<file path="config.mk">
export PLATFORM = sky130hd
export DESIGN_NAME = linked_list_slot_manager
export DESIGN_NICKNAME = d
export VERILOG_FILES = /design/src/design/llsm_pkg.sv /design/src/design/llsm_ram.sv /design/src/design/llsm_ctrl.sv /design/src/design/llsm_dp.sv /design/src/design/linked_list_slot_manager.sv
export VERILOG_INCLUDE_DIRS = /design/src /design/src/design
export SDC_FILE = /design/constraint.sdc
export NUM_CORES = 1
export LEC_CHECK = 0
export BUFFER_PORTS_ARGS = -buffer_cell sky130_fd_sc_hd__buf_2
export CAP_MARGIN = 10
export CORE_MARGIN = 2
export CORE_UTILIZATION = 45
export CTS_CLUSTER_DIAMETER = 80
export DETAILED_ROUTE_END_ITERATION = 12
export GPL_TIMING_DRIVEN = 1
export PLACE_DENSITY = 0.66
export SLEW_MARGIN = 20
export SYNTH_ARGS = -nofsm -noshare
export SYNTH_HDL_FRONTEND = slang
export SYNTH_HIERARCHICAL = 1
export SYNTH_SLANG_ARGS = --single-unit
</file>
<file path="constraint.sdc">
create_clock -name clk -period 4.1 [get_ports clk]
set_input_delay 0 -clock clk [delete_from_list [all_inputs] [get_ports clk]]
set_output_delay 0 -clock clk [all_outputs]
set_load 0.02 [all_outputs]
</file>
<file path="src/design/linked_list_slot_manager_macros.svh">
// Assertion macros shared by the linked list slot manager RTL.
// Expects clk and rst in the scope where a macro is used.
`ifndef LINKED_LIST_SLOT_MANAGER_MACROS_SVH
`define LINKED_LIST_SLOT_MANAGER_MACROS_SVH
`ifndef SYNTHESIS
`define LLSM_ASSERT(label, prop, msg) \
  label: assert property (@(posedge clk) disable iff (rst) (prop)) else $error(msg);
`define LLSM_ASSERT_ALWAYS(label, prop, msg) \
  label: assert property (@(posedge clk) (prop)) else $error(msg);
`else
`define LLSM_ASSERT(label, prop, msg)
`define LLSM_ASSERT_ALWAYS(label, prop, msg)
`endif
`endif

</file>
<file path="src/design/llsm_pkg.sv">
// Shared constants, codes and controller/datapath interface types for the
// linked list slot manager. No dependencies.
`timescale 1ns / 1ps

package llsm_pkg;

  localparam int NODE_SLOTS = 16;
  localparam int HEAD_IDX   = NODE_SLOTS;
  localparam int LINK_W     = $clog2(NODE_SLOTS + 1);
  localparam int ADDR_W     = $clog2(NODE_SLOTS);

  // Fixed field widths of the stream words
  localparam int KIND_W     = 4;
  localparam int NODE_W     = 4;
  localparam int ANS_W      = 5;
  localparam int CNT_W      = 5;
  localparam int IN_W       = 16;
  localparam int OUT_W      = 24;
  localparam int OUT_PAD_W  = OUT_W - (ANS_W + CNT_W + 2 * NODE_W + 1);

  typedef logic [LINK_W-1:0] link_t;

  typedef enum logic [KIND_W-1:0] {
    K_ADD_FIRST    = 4'd0,
    K_ADD_LAST     = 4'd1,
    K_REMOVE_FIRST = 4'd2,
    K_INSERT_AFTER = 4'd3,
    K_REMOVE       = 4'd4,
    K_REMOVE_ALL   = 4'd5,
    K_NEXT         = 4'd6,
    K_PREV         = 4'd7,
    K_SELF_LINK    = 4'd8
  } kind_t;

  // Operand sources for link addresses and data
  typedef enum logic [2:0] {
    SRC_NODE,
    SRC_NEW,
    SRC_HEAD,
    SRC_HNEXT,
    SRC_HPREV,
    SRC_CUR,
    SRC_NQ,
    SRC_PQ
  } src_t;

  typedef enum logic [1:0] {
    CNT_HOLD,
    CNT_UP,
    CNT_DOWN,
    CNT_CLEAR
  } cnt_op_t;

  typedef enum logic [4:0] {
    ST_IDLE,
    ST_AF1,
    ST_AF2,
    ST_AL1,
    ST_AL2,
    ST_RF1,
    ST_RF2,
    ST_IA1,
    ST_IA2,
    ST_IA3,
    ST_RM1,
    ST_RM2,
    ST_RA_INIT,
    ST_RA_READ,
    ST_RA_LINK,
    ST_RA_FIN,
    ST_QN1,
    ST_QN2,
    ST_QP1,
    ST_QP2,
    ST_SL,
    ST_DONE
  } state_t;

  typedef struct packed {
    logic    accept;
    logic    rd_en;
    src_t    rd_addr;
    logic    wn_en;
    src_t    wn_addr;
    src_t    wn_data;
    logic    wp_en;
    src_t    wp_addr;
    src_t    wp_data;
    logic    self_en;
    src_t    self_addr;
    logic    cur_load;
    src_t    cur_data;
    logic    walk_load;
    logic    walk_dec;
    cnt_op_t cnt_op;
    logic    ans_load;
    src_t    ans_sel;
    logic    out_load;
  } cmd_t;

  typedef struct packed {
    kind_t in_kind;
    logic  in_n_ok;
    logic  in_m_ok;
    logic  cnt_zero;
    logic  walk_zero;
    logic  nq_self;
    logic  pq_self;
    logic  out_busy;
  } status_t;

endpackage

</file>
<file path="src/design/llsm_ram.sv">
// Generic single write port RAM with one registered read port.
// No dependencies.
`timescale 1ns / 1ps

module llsm_ram #(
  parameter int WIDTH = 8,
  parameter int DEPTH = 16,
  localparam int AW = (DEPTH > 1) ? $clog2(DEPTH) : 1
) (
  input  logic             clk,
  input  logic             we,
  input  logic [AW-1:0]    waddr,
  input  logic [WIDTH-1:0] wdata,
  input  logic             re,
  input  logic [AW-1:0]    raddr,
  output logic [WIDTH-1:0] rdata
);

  logic [WIDTH-1:0] mem [DEPTH];

  always_ff @(posedge clk) begin
    if (we) begin
      mem[waddr] <= wdata;
    end
    if (re) begin
      rdata <= mem[raddr];
    end
  end

endmodule

</file>
<file path="src/design/llsm_ctrl.sv">
// Operation sequencer for the linked list slot manager.
// Depends on llsm_pkg and the assertion macro header.
`timescale 1ns / 1ps
`include "linked_list_slot_manager_macros.svh"

module llsm_ctrl (
  input  logic              clk,
  input  logic              rst,
  input  logic              in_valid,
  output logic              in_ready,
  input  llsm_pkg::status_t status,
  output llsm_pkg::cmd_t    cmd
);

  llsm_pkg::state_t state;
  llsm_pkg::state_t state_next;

  always_ff @(posedge clk) begin
    if (rst) begin
      state <= llsm_pkg::ST_IDLE;
    end else begin
      state <= state_next;
    end
  end

  always_comb begin
    cmd        = '0;
    state_next = state;
    in_ready   = 1'b0;
    unique case (state)
      llsm_pkg::ST_IDLE: begin
        in_ready = 1'b1;
        if (in_valid) begin
          cmd.accept = 1'b1;
          unique case (status.in_kind)
            llsm_pkg::K_ADD_FIRST:
              state_next = status.in_n_ok ? llsm_pkg::ST_AF1 : llsm_pkg::ST_DONE;
            llsm_pkg::K_ADD_LAST:
              state_next = status.in_n_ok ? llsm_pkg::ST_AL1 : llsm_pkg::ST_DONE;
            llsm_pkg::K_REMOVE_FIRST:
              state_next = status.cnt_zero ? llsm_pkg::ST_DONE : llsm_pkg::ST_RF1;
            llsm_pkg::K_INSERT_AFTER:
              state_next = (status.in_n_ok && status.in_m_ok) ? llsm_pkg::ST_IA1
                                                               : llsm_pkg::ST_DONE;
            llsm_pkg::K_REMOVE:
              state_next = status.in_n_ok ? llsm_pkg::ST_RM1 : llsm_pkg::ST_DONE;
            llsm_pkg::K_REMOVE_ALL:
              state_next = llsm_pkg::ST_RA_INIT;
            llsm_pkg::K_NEXT:
              state_next = status.in_n_ok ? llsm_pkg::ST_QN1 : llsm_pkg::ST_DONE;
            llsm_pkg::K_PREV:
              state_next = status.in_n_ok ? llsm_pkg::ST_QP1 : llsm_pkg::ST_DONE;
            llsm_pkg::K_SELF_LINK:
              state_next = status.in_n_ok ? llsm_pkg::ST_SL : llsm_pkg::ST_DONE;
            default:
              state_next = llsm_pkg::ST_DONE;
          endcase
        end
      end
      llsm_pkg::ST_AF1: begin
        cmd.wp_en    = 1'b1;
        cmd.wp_addr  = llsm_pkg::SRC_NODE;
        cmd.wp_data  = llsm_pkg::SRC_HEAD;
        cmd.wn_en    = 1'b1;
        cmd.wn_addr  = llsm_pkg::SRC_NODE;
        cmd.wn_data  = llsm_pkg::SRC_HNEXT;
        cmd.cur_load = 1'b1;
        cmd.cur_data = llsm_pkg::SRC_HNEXT;
        state_next   = llsm_pkg::ST_AF2;
      end
      llsm_pkg::ST_AF2: begin
        cmd.wp_en   = 1'b1;
        cmd.wp_addr = llsm_pkg::SRC_CUR;
        cmd.wp_data = llsm_pkg::SRC_NODE;
        cmd.wn_en   = 1'b1;
        cmd.wn_addr = llsm_pkg::SRC_HEAD;
        cmd.wn_data = llsm_pkg::SRC_NODE;
        cmd.cnt_op  = llsm_pkg::CNT_UP;
        state_next  = llsm_pkg::ST_DONE;
      end
      llsm_pkg::ST_AL1: begin
        cmd.wn_en    = 1'b1;
        cmd.wn_addr  = llsm_pkg::SRC_NODE;
        cmd.wn_data  = llsm_pkg::SRC_HEAD;
        cmd.wp_en    = 1'b1;
        cmd.wp_addr  = llsm_pkg::SRC_NODE;
        cmd.wp_data  = llsm_pkg::SRC_HPREV;
        cmd.cur_load = 1'b1;
        cmd.cur_data = llsm_pkg::SRC_HPREV;
        state_next   = llsm_pkg::ST_AL2;
      end
      llsm_pkg::ST_AL2: begin
        cmd.wn_en   = 1'b1;
        cmd.wn_addr = llsm_pkg::SRC_CUR;
        cmd.wn_data = llsm_pkg::SRC_NODE;
        cmd.wp_en   = 1'b1;
        cmd.wp_addr = llsm_pkg::SRC_HEAD;
        cmd.wp_data = llsm_pkg::SRC_NODE;
        cmd.cnt_op  = llsm_pkg::CNT_UP;
        state_next  = llsm_pkg::ST_DONE;
      end
      llsm_pkg::ST_RF1: begin
        cmd.rd_en    = 1'b1;
        cmd.rd_addr  = llsm_pkg::SRC_HNEXT;
        cmd.cur_load = 1'b1;
        cmd.cur_data = llsm_pkg::SRC_HNEXT;
        state_next   = llsm_pkg::ST_RF2;
      end
      llsm_pkg::ST_RF2: begin
        // unlink the first node; its own links stay as they are
        cmd.wp_en    = 1'b1;
        cmd.wp_addr  = llsm_pkg::SRC_NQ;
        cmd.wp_data  = llsm_pkg::SRC_HEAD;
        cmd.wn_en    = 1'b1;
        cmd.wn_addr  = llsm_pkg::SRC_HEAD;
        cmd.wn_data  = llsm_pkg::SRC_NQ;
        cmd.cnt_op   = llsm_pkg::CNT_DOWN;
        cmd.ans_load = 1'b1;
        cmd.ans_sel  = llsm_pkg::SRC_CUR;
        state_next   = llsm_pkg::ST_DONE;
      end
      llsm_pkg::ST_IA1: begin
        cmd.rd_en   = 1'b1;
        cmd.rd_addr = llsm_pkg::SRC_NODE;
        cmd.wp_en   = 1'b1;
        cmd.wp_addr = llsm_pkg::SRC_NEW;
        cmd.wp_data = llsm_pkg::SRC_NODE;
        state_next  = llsm_pkg::ST_IA2;
      end
      llsm_pkg::ST_IA2: begin
        cmd.wn_en   = 1'b1;
        cmd.wn_addr = llsm_pkg::SRC_NEW;
        cmd.wn_data = llsm_pkg::SRC_NQ;
        cmd.wp_en   = 1'b1;
        cmd.wp_addr = llsm_pkg::SRC_NQ;
        cmd.wp_data = llsm_pkg::SRC_NEW;
        state_next  = llsm_pkg::ST_IA3;
      end
      llsm_pkg::ST_IA3: begin
        cmd.wn_en   = 1'b1;
        cmd.wn_addr = llsm_pkg::SRC_NODE;
        cmd.wn_data = llsm_pkg::SRC_NEW;
        cmd.cnt_op  = llsm_pkg::CNT_UP;
        state_next  = llsm_pkg::ST_DONE;
      end
      llsm_pkg::ST_RM1: begin
        cmd.rd_en   = 1'b1;
        cmd.rd_addr = llsm_pkg::SRC_NODE;
        state_next  = llsm_pkg::ST_RM2;
      end
      llsm_pkg::ST_RM2: begin
        cmd.wn_en   = 1'b1;
        cmd.wn_addr = llsm_pkg::SRC_PQ;
        cmd.wn_data = llsm_pkg::SRC_NQ;
        cmd.wp_en   = 1'b1;
        cmd.wp_addr = llsm_pkg::SRC_NQ;
        cmd.wp_data = llsm_pkg::SRC_PQ;
        cmd.cnt_op  = llsm_pkg::CNT_DOWN;
        state_next  = llsm_pkg::ST_DONE;
      end
      llsm_pkg::ST_RA_INIT: begin
        cmd.cur_load  = 1'b1;
        cmd.cur_data  = llsm_pkg::SRC_HNEXT;
        cmd.walk_load = 1'b1;
        state_next    = llsm_pkg::ST_RA_READ;
      end
      llsm_pkg::ST_RA_READ: begin
        if (status.walk_zero) begin
          state_next = llsm_pkg::ST_RA_FIN;
        end else begin
          cmd.rd_en   = 1'b1;
          cmd.rd_addr = llsm_pkg::SRC_CUR;
          state_next  = llsm_pkg::ST_RA_LINK;
        end
      end
      llsm_pkg::ST_RA_LINK: begin
        // self-link the visited node, advance to its successor
        cmd.self_en   = 1'b1;
        cmd.self_addr = llsm_pkg::SRC_CUR;
        cmd.cur_load  = 1'b1;
        cmd.cur_data  = llsm_pkg::SRC_NQ;
        cmd.walk_dec  = 1'b1;
        state_next    = llsm_pkg::ST_RA_READ;
      end
      llsm_pkg::ST_RA_FIN: begin
        cmd.self_en   = 1'b1;
        cmd.self_addr = llsm_pkg::SRC_HEAD;
        cmd.cnt_op    = llsm_pkg::CNT_CLEAR;
        state_next    = llsm_pkg::ST_DONE;
      end
      llsm_pkg::ST_QN1: begin
        cmd.rd_en   = 1'b1;
        cmd.rd_addr = llsm_pkg::SRC_NODE;
        state_next  = llsm_pkg::ST_QN2;
      end
      llsm_pkg::ST_QN2: begin
        cmd.ans_load = !status.nq_self;
        cmd.ans_sel  = llsm_pkg::SRC_NQ;
        state_next   = llsm_pkg::ST_DONE;
      end
      llsm_pkg::ST_QP1: begin
        cmd.rd_en   = 1'b1;
        cmd.rd_addr = llsm_pkg::SRC_NODE;
        state_next  = llsm_pkg::ST_QP2;
      end
      llsm_pkg::ST_QP2: begin
        cmd.ans_load = !status.pq_self;
        cmd.ans_sel  = llsm_pkg::SRC_PQ;
        state_next   = llsm_pkg::ST_DONE;
      end
      llsm_pkg::ST_SL: begin
        cmd.self_en   = 1'b1;
        cmd.self_addr = llsm_pkg::SRC_NODE;
        state_next    = llsm_pkg::ST_DONE;
      end
      llsm_pkg::ST_DONE: begin
        // hold until the output register is free
        if (!status.out_busy) begin
          cmd.out_load = 1'b1;
          state_next   = llsm_pkg::ST_IDLE;
        end
      end
      default: begin
        state_next = llsm_pkg::ST_IDLE;
      end
    endcase
  end

  `LLSM_ASSERT(a_out_load_free, cmd.out_load |-> !status.out_busy, "result loaded over a pending word")
  `LLSM_ASSERT(a_walk_nonzero, (state == llsm_pkg::ST_RA_LINK) |-> !status.walk_zero, "walk step with no members left")

endmodule

</file>
<file path="src/design/llsm_dp.sv">
// Datapath of the linked list slot manager: link RAMs with valid bits, head
// links, count, walk cursor and output word register. Uses llsm_pkg, llsm_ram.
`timescale 1ns / 1ps
`include "linked_list_slot_manager_macros.svh"

module llsm_dp (
  input  logic                       clk,
  input  logic                       rst,
  input  logic [llsm_pkg::IN_W-1:0]  in_data,
  input  llsm_pkg::cmd_t             cmd,
  output llsm_pkg::status_t          status,
  output logic                       out_valid,
  input  logic                       out_ready,
  output logic [llsm_pkg::OUT_W-1:0] out_data,
  output logic                       out_user
);

  localparam llsm_pkg::link_t HEAD  = llsm_pkg::LINK_W'(llsm_pkg::HEAD_IDX);
  localparam llsm_pkg::link_t SLOTS = llsm_pkg::LINK_W'(llsm_pkg::NODE_SLOTS);

  logic [llsm_pkg::NODE_W-1:0] node_q;
  logic [llsm_pkg::NODE_W-1:0] new_q;
  llsm_pkg::link_t             head_next;
  llsm_pkg::link_t             head_prev;
  llsm_pkg::link_t             cur;
  llsm_pkg::link_t             walk;
  llsm_pkg::link_t             count;
  llsm_pkg::link_t             ans;
  logic                        ans_null;
  logic [llsm_pkg::NODE_SLOTS-1:0] next_valid;
  logic [llsm_pkg::NODE_SLOTS-1:0] prev_valid;

  // read snapshot taken when a read is issued
  llsm_pkg::link_t rd_link;
  logic            rd_head;
  llsm_pkg::link_t hn_snap;
  llsm_pkg::link_t hp_snap;
  logic            nv_snap;
  logic            pv_snap;
  llsm_pkg::link_t n_ram_q;
  llsm_pkg::link_t p_ram_q;
  llsm_pkg::link_t nq;
  llsm_pkg::link_t pq;

  llsm_pkg::link_t rd_addr_v;
  llsm_pkg::link_t wn_addr_v;
  llsm_pkg::link_t wn_data_v;
  llsm_pkg::link_t wp_addr_v;
  llsm_pkg::link_t wp_data_v;
  llsm_pkg::link_t self_addr_v;
  llsm_pkg::link_t cur_data_v;
  llsm_pkg::link_t ans_v;
  logic            wn_head;
  logic            wp_head;
  logic            self_head;

  logic [llsm_pkg::ADDR_W-1:0] rd_idx;
  logic [llsm_pkg::ADDR_W-1:0] wn_idx;
  logic [llsm_pkg::ADDR_W-1:0] wp_idx;
  logic [llsm_pkg::ADDR_W-1:0] self_idx;

  function automatic llsm_pkg::link_t src_val(input llsm_pkg::src_t s);
    llsm_pkg::link_t v;
    unique case (s)
      llsm_pkg::SRC_NODE:  v = llsm_pkg::LINK_W'(node_q);
      llsm_pkg::SRC_NEW:   v = llsm_pkg::LINK_W'(new_q);
      llsm_pkg::SRC_HEAD:  v = HEAD;
      llsm_pkg::SRC_HNEXT: v = head_next;
      llsm_pkg::SRC_HPREV: v = head_prev;
      llsm_pkg::SRC_CUR:   v = cur;
      llsm_pkg::SRC_NQ:    v = nq;
      llsm_pkg::SRC_PQ:    v = pq;
      default:             v = HEAD;
    endcase
    return v;
  endfunction

  // an entry never written since its last self-link reads as its own index
  assign nq = rd_head ? hn_snap : (nv_snap ? n_ram_q : rd_link);
  assign pq = rd_head ? hp_snap : (pv_snap ? p_ram_q : rd_link);

  always_comb begin
    rd_addr_v   = src_val(cmd.rd_addr);
    wn_addr_v   = src_val(cmd.wn_addr);
    wn_data_v   = src_val(cmd.wn_data);
    wp_addr_v   = src_val(cmd.wp_addr);
    wp_data_v   = src_val(cmd.wp_data);
    self_addr_v = src_val(cmd.self_addr);
    cur_data_v  = src_val(cmd.cur_data);
    ans_v       = src_val(cmd.ans_sel);
    wn_head     = (wn_addr_v == HEAD);
    wp_head     = (wp_addr_v == HEAD);
    self_head   = (self_addr_v == HEAD);
    rd_idx      = rd_addr_v[llsm_pkg::ADDR_W-1:0];
    wn_idx      = wn_addr_v[llsm_pkg::ADDR_W-1:0];
    wp_idx      = wp_addr_v[llsm_pkg::ADDR_W-1:0];
    self_idx    = self_addr_v[llsm_pkg::ADDR_W-1:0];
  end

  llsm_ram #(
    .WIDTH (llsm_pkg::LINK_W),
    .DEPTH (llsm_pkg::NODE_SLOTS)
  ) u_next_ram (
    .clk   (clk),
    .we    (cmd.wn_en && !wn_head),
    .waddr (wn_idx),
    .wdata (wn_data_v),
    .re    (cmd.rd_en),
    .raddr (rd_idx),
    .rdata (n_ram_q)
  );

  llsm_ram #(
    .WIDTH (llsm_pkg::LINK_W),
    .DEPTH (llsm_pkg::NODE_SLOTS)
  ) u_prev_ram (
    .clk   (clk),
    .we    (cmd.wp_en && !wp_head),
    .waddr (wp_idx),
    .wdata (wp_data_v),
    .re    (cmd.rd_en),
    .raddr (rd_idx),
    .rdata (p_ram_q)
  );

  // control state
  always_ff @(posedge clk) begin
    if (rst) begin
      head_next  <= HEAD;
      head_prev  <= HEAD;
      next_valid <= '0;
      prev_valid <= '0;
      count      <= '0;
      walk       <= '0;
      out_valid  <= 1'b0;
    end else begin
      if (cmd.wn_en) begin
        if (wn_head) begin
          head_next <= wn_data_v;
        end else begin
          next_valid[wn_idx] <= 1'b1;
        end
      end
      if (cmd.wp_en) begin
        if (wp_head) begin
          head_prev <= wp_data_v;
        end else begin
          prev_valid[wp_idx] <= 1'b1;
        end
      end
      if (cmd.self_en) begin
        if (self_head) begin
          head_next <= HEAD;
          head_prev <= HEAD;
        end else begin
          next_valid[self_idx] <= 1'b0;
          prev_valid[self_idx] <= 1'b0;
        end
      end
      unique case (cmd.cnt_op)
        llsm_pkg::CNT_HOLD:  count <= count;
        llsm_pkg::CNT_UP:    count <= (count == SLOTS) ? count : count + 1'b1;
        llsm_pkg::CNT_DOWN:  count <= (count == '0) ? count : count - 1'b1;
        llsm_pkg::CNT_CLEAR: count <= '0;
      endcase
      if (cmd.walk_load) begin
        walk <= count;
      end else if (cmd.walk_dec) begin
        walk <= walk - 1'b1;
      end
      if (cmd.out_load) begin
        out_valid <= 1'b1;
      end else if (out_ready) begin
        out_valid <= 1'b0;
      end
    end
  end

  // payload
  always_ff @(posedge clk) begin
    if (cmd.accept) begin
      node_q   <= in_data[7:4];
      new_q    <= in_data[11:8];
      ans      <= '0;
      ans_null <= 1'b1;
    end else if (cmd.ans_load) begin
      ans      <= ans_v;
      ans_null <= 1'b0;
    end
    if (cmd.rd_en) begin
      rd_link <= rd_addr_v;
      rd_head <= (rd_addr_v == HEAD);
      hn_snap <= head_next;
      hp_snap <= head_prev;
      nv_snap <= next_valid[rd_idx];
      pv_snap <= prev_valid[rd_idx];
    end
    if (cmd.cur_load) begin
      cur <= cur_data_v;
    end
    if (cmd.out_load) begin
      out_data <= {
        llsm_pkg::OUT_PAD_W'(0),
        (count == '0),
        (count == '0) ? '0 : head_prev[llsm_pkg::NODE_W-1:0],
        (count == '0) ? '0 : head_next[llsm_pkg::NODE_W-1:0],
        llsm_pkg::CNT_W'(count),
        llsm_pkg::ANS_W'(ans)
      };
      out_user <= ans_null;
    end
  end

  always_comb begin
    status.in_kind   = llsm_pkg::kind_t'(in_data[3:0]);
    status.in_n_ok   = llsm_pkg::LINK_W'(in_data[7:4]) < SLOTS;
    status.in_m_ok   = llsm_pkg::LINK_W'(in_data[11:8]) < SLOTS;
    status.cnt_zero  = (count == '0);
    status.walk_zero = (walk == '0);
    status.nq_self   = (nq == llsm_pkg::LINK_W'(node_q));
    status.pq_self   = (pq == llsm_pkg::LINK_W'(node_q));
    status.out_busy  = out_valid && !out_ready;
  end

  `LLSM_ASSERT(a_count_range, count <= SLOTS, "member count above slot total")
  `LLSM_ASSERT(a_head_range, (head_next <= HEAD) && (head_prev <= HEAD), "head link out of range")
  `LLSM_ASSERT(a_self_alone, cmd.self_en |-> !(cmd.wn_en || cmd.wp_en), "self-link overlaps a link write")
  `LLSM_ASSERT_ALWAYS(a_reset_clears, rst |=> (!out_valid && (count == '0)), "reset left state behind")

endmodule

</file>
<file path="src/design/linked_list_slot_manager.sv">
// Top level of the linked list slot manager: sequencer plus datapath.
// Uses llsm_pkg, llsm_ctrl, llsm_dp (which holds the llsm_ram link tables).
//
// One circular doubly linked list over 16 node slots with a sentinel head
// (index 16). Each input word carries one operation; each yields exactly one
// result word with the answer node, the count, the first and last nodes and
// an empty flag, answer_null on tuser. Items are handled one at a time: the
// next word is taken once the current result sits in the output register,
// even if that word is still waiting downstream. The next and prev tables
// live in two RAMs with one write and one registered read port each. Remove
// all walks the members one at a time, self-linking each, then resets the
// head links and clears the count. A stall of the previous result delays
// the next accept. Reset is synchronous; per-entry valid bits stand in for
// the self-linked reset contents, so no clearing pass is needed.
`timescale 1ns / 1ps

module linked_list_slot_manager (
  input  logic        clk,
  input  logic        rst,
  input  logic        s_axis_tvalid,
  output logic        s_axis_tready,
  // [3:0] kind, [7:4] node, [11:8] new_node, [15:12] zero
  input  logic [15:0] s_axis_tdata,
  output logic        m_axis_tvalid,
  input  logic        m_axis_tready,
  // [4:0] answer_node, [9:5] node_count, [13:10] first_node,
  // [17:14] last_node, [18] list_empty, [23:19] zero
  output logic [23:0] m_axis_tdata,
  // [0] answer_null
  output logic        m_axis_tuser
);

  llsm_pkg::cmd_t    cmd;
  llsm_pkg::status_t status;

  llsm_ctrl u_ctrl (
    .clk      (clk),
    .rst      (rst),
    .in_valid (s_axis_tvalid),
    .in_ready (s_axis_tready),
    .status   (status),
    .cmd      (cmd)
  );

  llsm_dp u_dp (
    .clk       (clk),
    .rst       (rst),
    .in_data   (s_axis_tdata),
    .cmd       (cmd),
    .status    (status),
    .out_valid (m_axis_tvalid),
    .out_ready (m_axis_tready),
    .out_data  (m_axis_tdata),
    .out_user  (m_axis_tuser)
  );

endmodule
</file>
==> results_dict.tcl <==
set metrics [dict create \
    clock_path_buffers 3 \
    vias 11700 \
    dp_cells 1836 \
    layout_commonest_cell "edfxtp_1" \
    gp_congestion 0.933 \
    wl_mm 42.3 \
    htree_levels 1 \
    hp-class "input pin to flop" \
    postCtsSetupRepairBufs 0 \
    syn_avg_cell_area_um2 11.3 \
    dieArea_um2 35400 \
    synthFlopType "edfxtp_1" \
    dpl_cell_area_um2 16300 \
    clk_pin_slew_worst_paths_ns 0.06 \
    ys_ff_latch 285 \
    status "completed" \
    cp_max_fo 31 \
    cts_made_buffers 29 \
    initial_core_util 0.456 \
    dr.pass1.iters 6 \
    setup_slack_ns 0.151 \
    core_area_um2 33400 \
    hpwl_mm 29.6 \
    skew_ns 0.0219 \
    rows 67 \
    drive_gt1_frac 0.198 \
    initialDrtViolationCount 1260 \
    setup.worst_path.start_class "flop" \
    period_needed_ns 3.95 \
    final_cell_mix "221 x edfxtp_1, 113 x nor2_1, 103 x a21oi_1, 87 x buf_4, 79 x nand2_1" \
    area_growth_pct 14.3 \
    viasPerCell 6.16 \
    worst_pin_slew_ns 1.03 \
    p_leak_nw 6.07 \
    relSlewSlack 0.306 \
    grt_max_degree 40 \
    diodes 0 \
    postLayoutCellArea_um2 17400 \
    pre_cts_ws_ns 0.0928 \
    grt_pass1_vias 11300 \
    crit_type "flop to flop" \
    setup_viol 0 \
    nets 1461 \
    synth_edf_count 221 \
    peakVddDrop_uv 433 \
    synthCells 1354 \
    netlist_area_um2 15300 \
    period_share 0.963 \
    ys_types 85 \
    cp.arrival_ns 4.27 \
    cp.required_ns 4.42 \
    drtAntennaViolNets 0 \
    powerDensity_nw_per_um2 803 \
    fp.dieH_um 188 \
    drv_slew 0 \
    root_buffer "clkbuf_16" \
    ys_warn_count 6 \
    synth_seq_area_share 0.519 \
    worst_hold_slack_ns 0.0202 \
    antenna_found_initial 0 \
    timing.fmax_ghz 0.253 \
    drv_cap 0 \
    crit_path_end_kind "flop" \
    stdcell_count 1906 \
    gr-total-overflow 0 \
    io_pins 47 \
    synthArstFlopShare 0 \
    track_usage 0.238 \
    cts_tree "built" \
    hold_viol 0 \
    portBuffers 37 \
    wire_per_inst_um 22.2 \
    clock_latency_ns 0.58 \
    fillCellCount 2906 \
    grt_pass1_wl_mm 65.6 \
    cts.sinks 285 \
    die_w_um 188 \
    drc 0 \
]
[power by group]
group	switching [mW]	internal, mW	total (mW)
registers	0.380	4.25	4.63
clock network	1.13	1.54	2.67
logic	4.27	2.44	6.71
[synthesized netlist by cell type (7+ instances only)]
| cell type | number | area, um2 |
|---|---|---|
| a211oi_1 | 17 | 128 |
| a21o_1 | 14 | 105 |
| a21oi_1 | 104 | 521 |
| a221oi_1 | 15 | 131 |
| a22oi_1 | 19 | 143 |
| a31oi_1 | 11 | 68.8 |
| a41oi_1 | 13 | 114 |
| and2_1 | 12 | 75.1 |
| and3_1 | 21 | 131 |
| buf_2 | 11 | 55.1 |
| buf_4 | 19 | 143 |
| buf_6 | 7 | 78.8 |
| clkbuf_1 | 56 | 210 |
| dfxtp_1 | 64 | 1280 |
| edfxtp_1 | 221 | 6640 |
| inv_1 | 33 | 124 |
| mux2_2 | 30 | 338 |
| mux2i_1 | 33 | 330 |
| mux4_2 | 50 | 1130 |
| nand2_1 | 79 | 297 |
| nand2b_1 | 27 | 169 |
| nand3_1 | 36 | 180 |
| nand3b_1 | 7 | 52.6 |
| nor2_1 | 115 | 432 |
| nor2b_1 | 52 | 325 |
| nor3_1 | 36 | 180 |
| o2111ai_1 | 7 | 61.3 |
| o211ai_1 | 13 | 97.6 |
| o21a_1 | 9 | 67.6 |
| o21ai_0 | 59 | 295 |
| o22ai_1 | 10 | 62.6 |
| or3_1 | 8 | 50.1 |
| xnor2_1 | 11 | 96.3 |
[area by class of cell]
type	count	area, um2	area share
clock buffers	38	821	0.0471
clock inverters	16	155	0.00889
inverters	39	154	0.00882
multi-input cells	936	6770	0.388
flip-flops and latches	285	7920	0.454
well taps	448	561	0.0321
repair buffers	144	1060	0.0608
[sequential cells by signal (all words and copies together) (netlist names), 16 cells and up]
| register | flops |
|---|---|
| u_dp/u_next_ram/mem | 80 |
| u_dp/u_prev_ram/mem | 80 |
| u_dp/out_data | 19 |
| u_dp/next_valid | 16 |
| u_dp/prev_valid | 16 |
[metrics by stage]
| step | utilization | power, mW | setup TNS [ns] |
|---|---|---|---|
| floorplan | - | 8.88 | 0 |
| global placement | 0.486 | 11.1 | 0 |
| detailed placement | 0.486 | 11.2 | 0 |
| CTS | 0.520 | 13.9 | 0 |
| global route | 0.522 | 14.7 | -0.0134 |
| finish | 0.522 | 14.0 | 0 |
[critical path: stages, from the launching register on]
cell,delay [ns]
dfxtp_1,0.37
inv_1,0.08
ha_1,0.19
nor4b_1,0.13
buf_4,0.15
nor3_2,0.31
or2_2,0.23
buf_4,0.20
nor2b_1,0.22
a222oi_1,0.10
and3_1,0.23
nor2_4,0.42
buf_12,0.28
mux4_2,0.33
a22oi_1,0.31
nand3_1,0.12
[kinds of logic (layout without fill, tap and decap cells)]
group                      count (synthesis)  count (layout)  share of synthesized area
muxes                                    115             115                      0.120
and+or+nand+nor                          440             440                      0.150
buffers and inverters                    138             237                     0.0431
other                                      2               7                   0.000492
xor gates and xnor gates                  17              17                    0.00976
DFF                                      285             285                      0.519
adders and majority gates                  6               6                    0.00541
AOI/OAI and AO/OA                        351             351                      0.153
[layer usage]
metal / vias to the layer above / track usage / wire length (um)
met4: 0 / 0.111 / 2280
met5: - / 0 / 0
met1: 5672 / 0.321 / 17500
met2: 580 / 0.384 / 19300
li1: 5335 / - / -
met3: 154 / 0.0333 / 3290
[path summary, 6_finish.rpt]
path,startpoint,slack (ns),to,cells past startpoint
worst max-delay path,u_dp/walk[0],0.15,u_dp/u_next_ram/rdata[3],15
worst min-delay path,s_axis_tdata[1],0.02,u_ctrl/state[1],6
worst max register to register,u_dp/walk[0],0.15,u_dp/u_next_ram/rdata[3],15
worst min register to register,u_dp/ans[2],0.43,u_dp/out_data[2],0
[repair_timing]
action | in CTS | in global routing
endpoints found under the hold margin | 24 | 0
setup endpoints to repair | 0 | 52
gates resized for setup | 0 | 12
hold buffers | 16 | 0
Power figures use the tool's default switching activity.
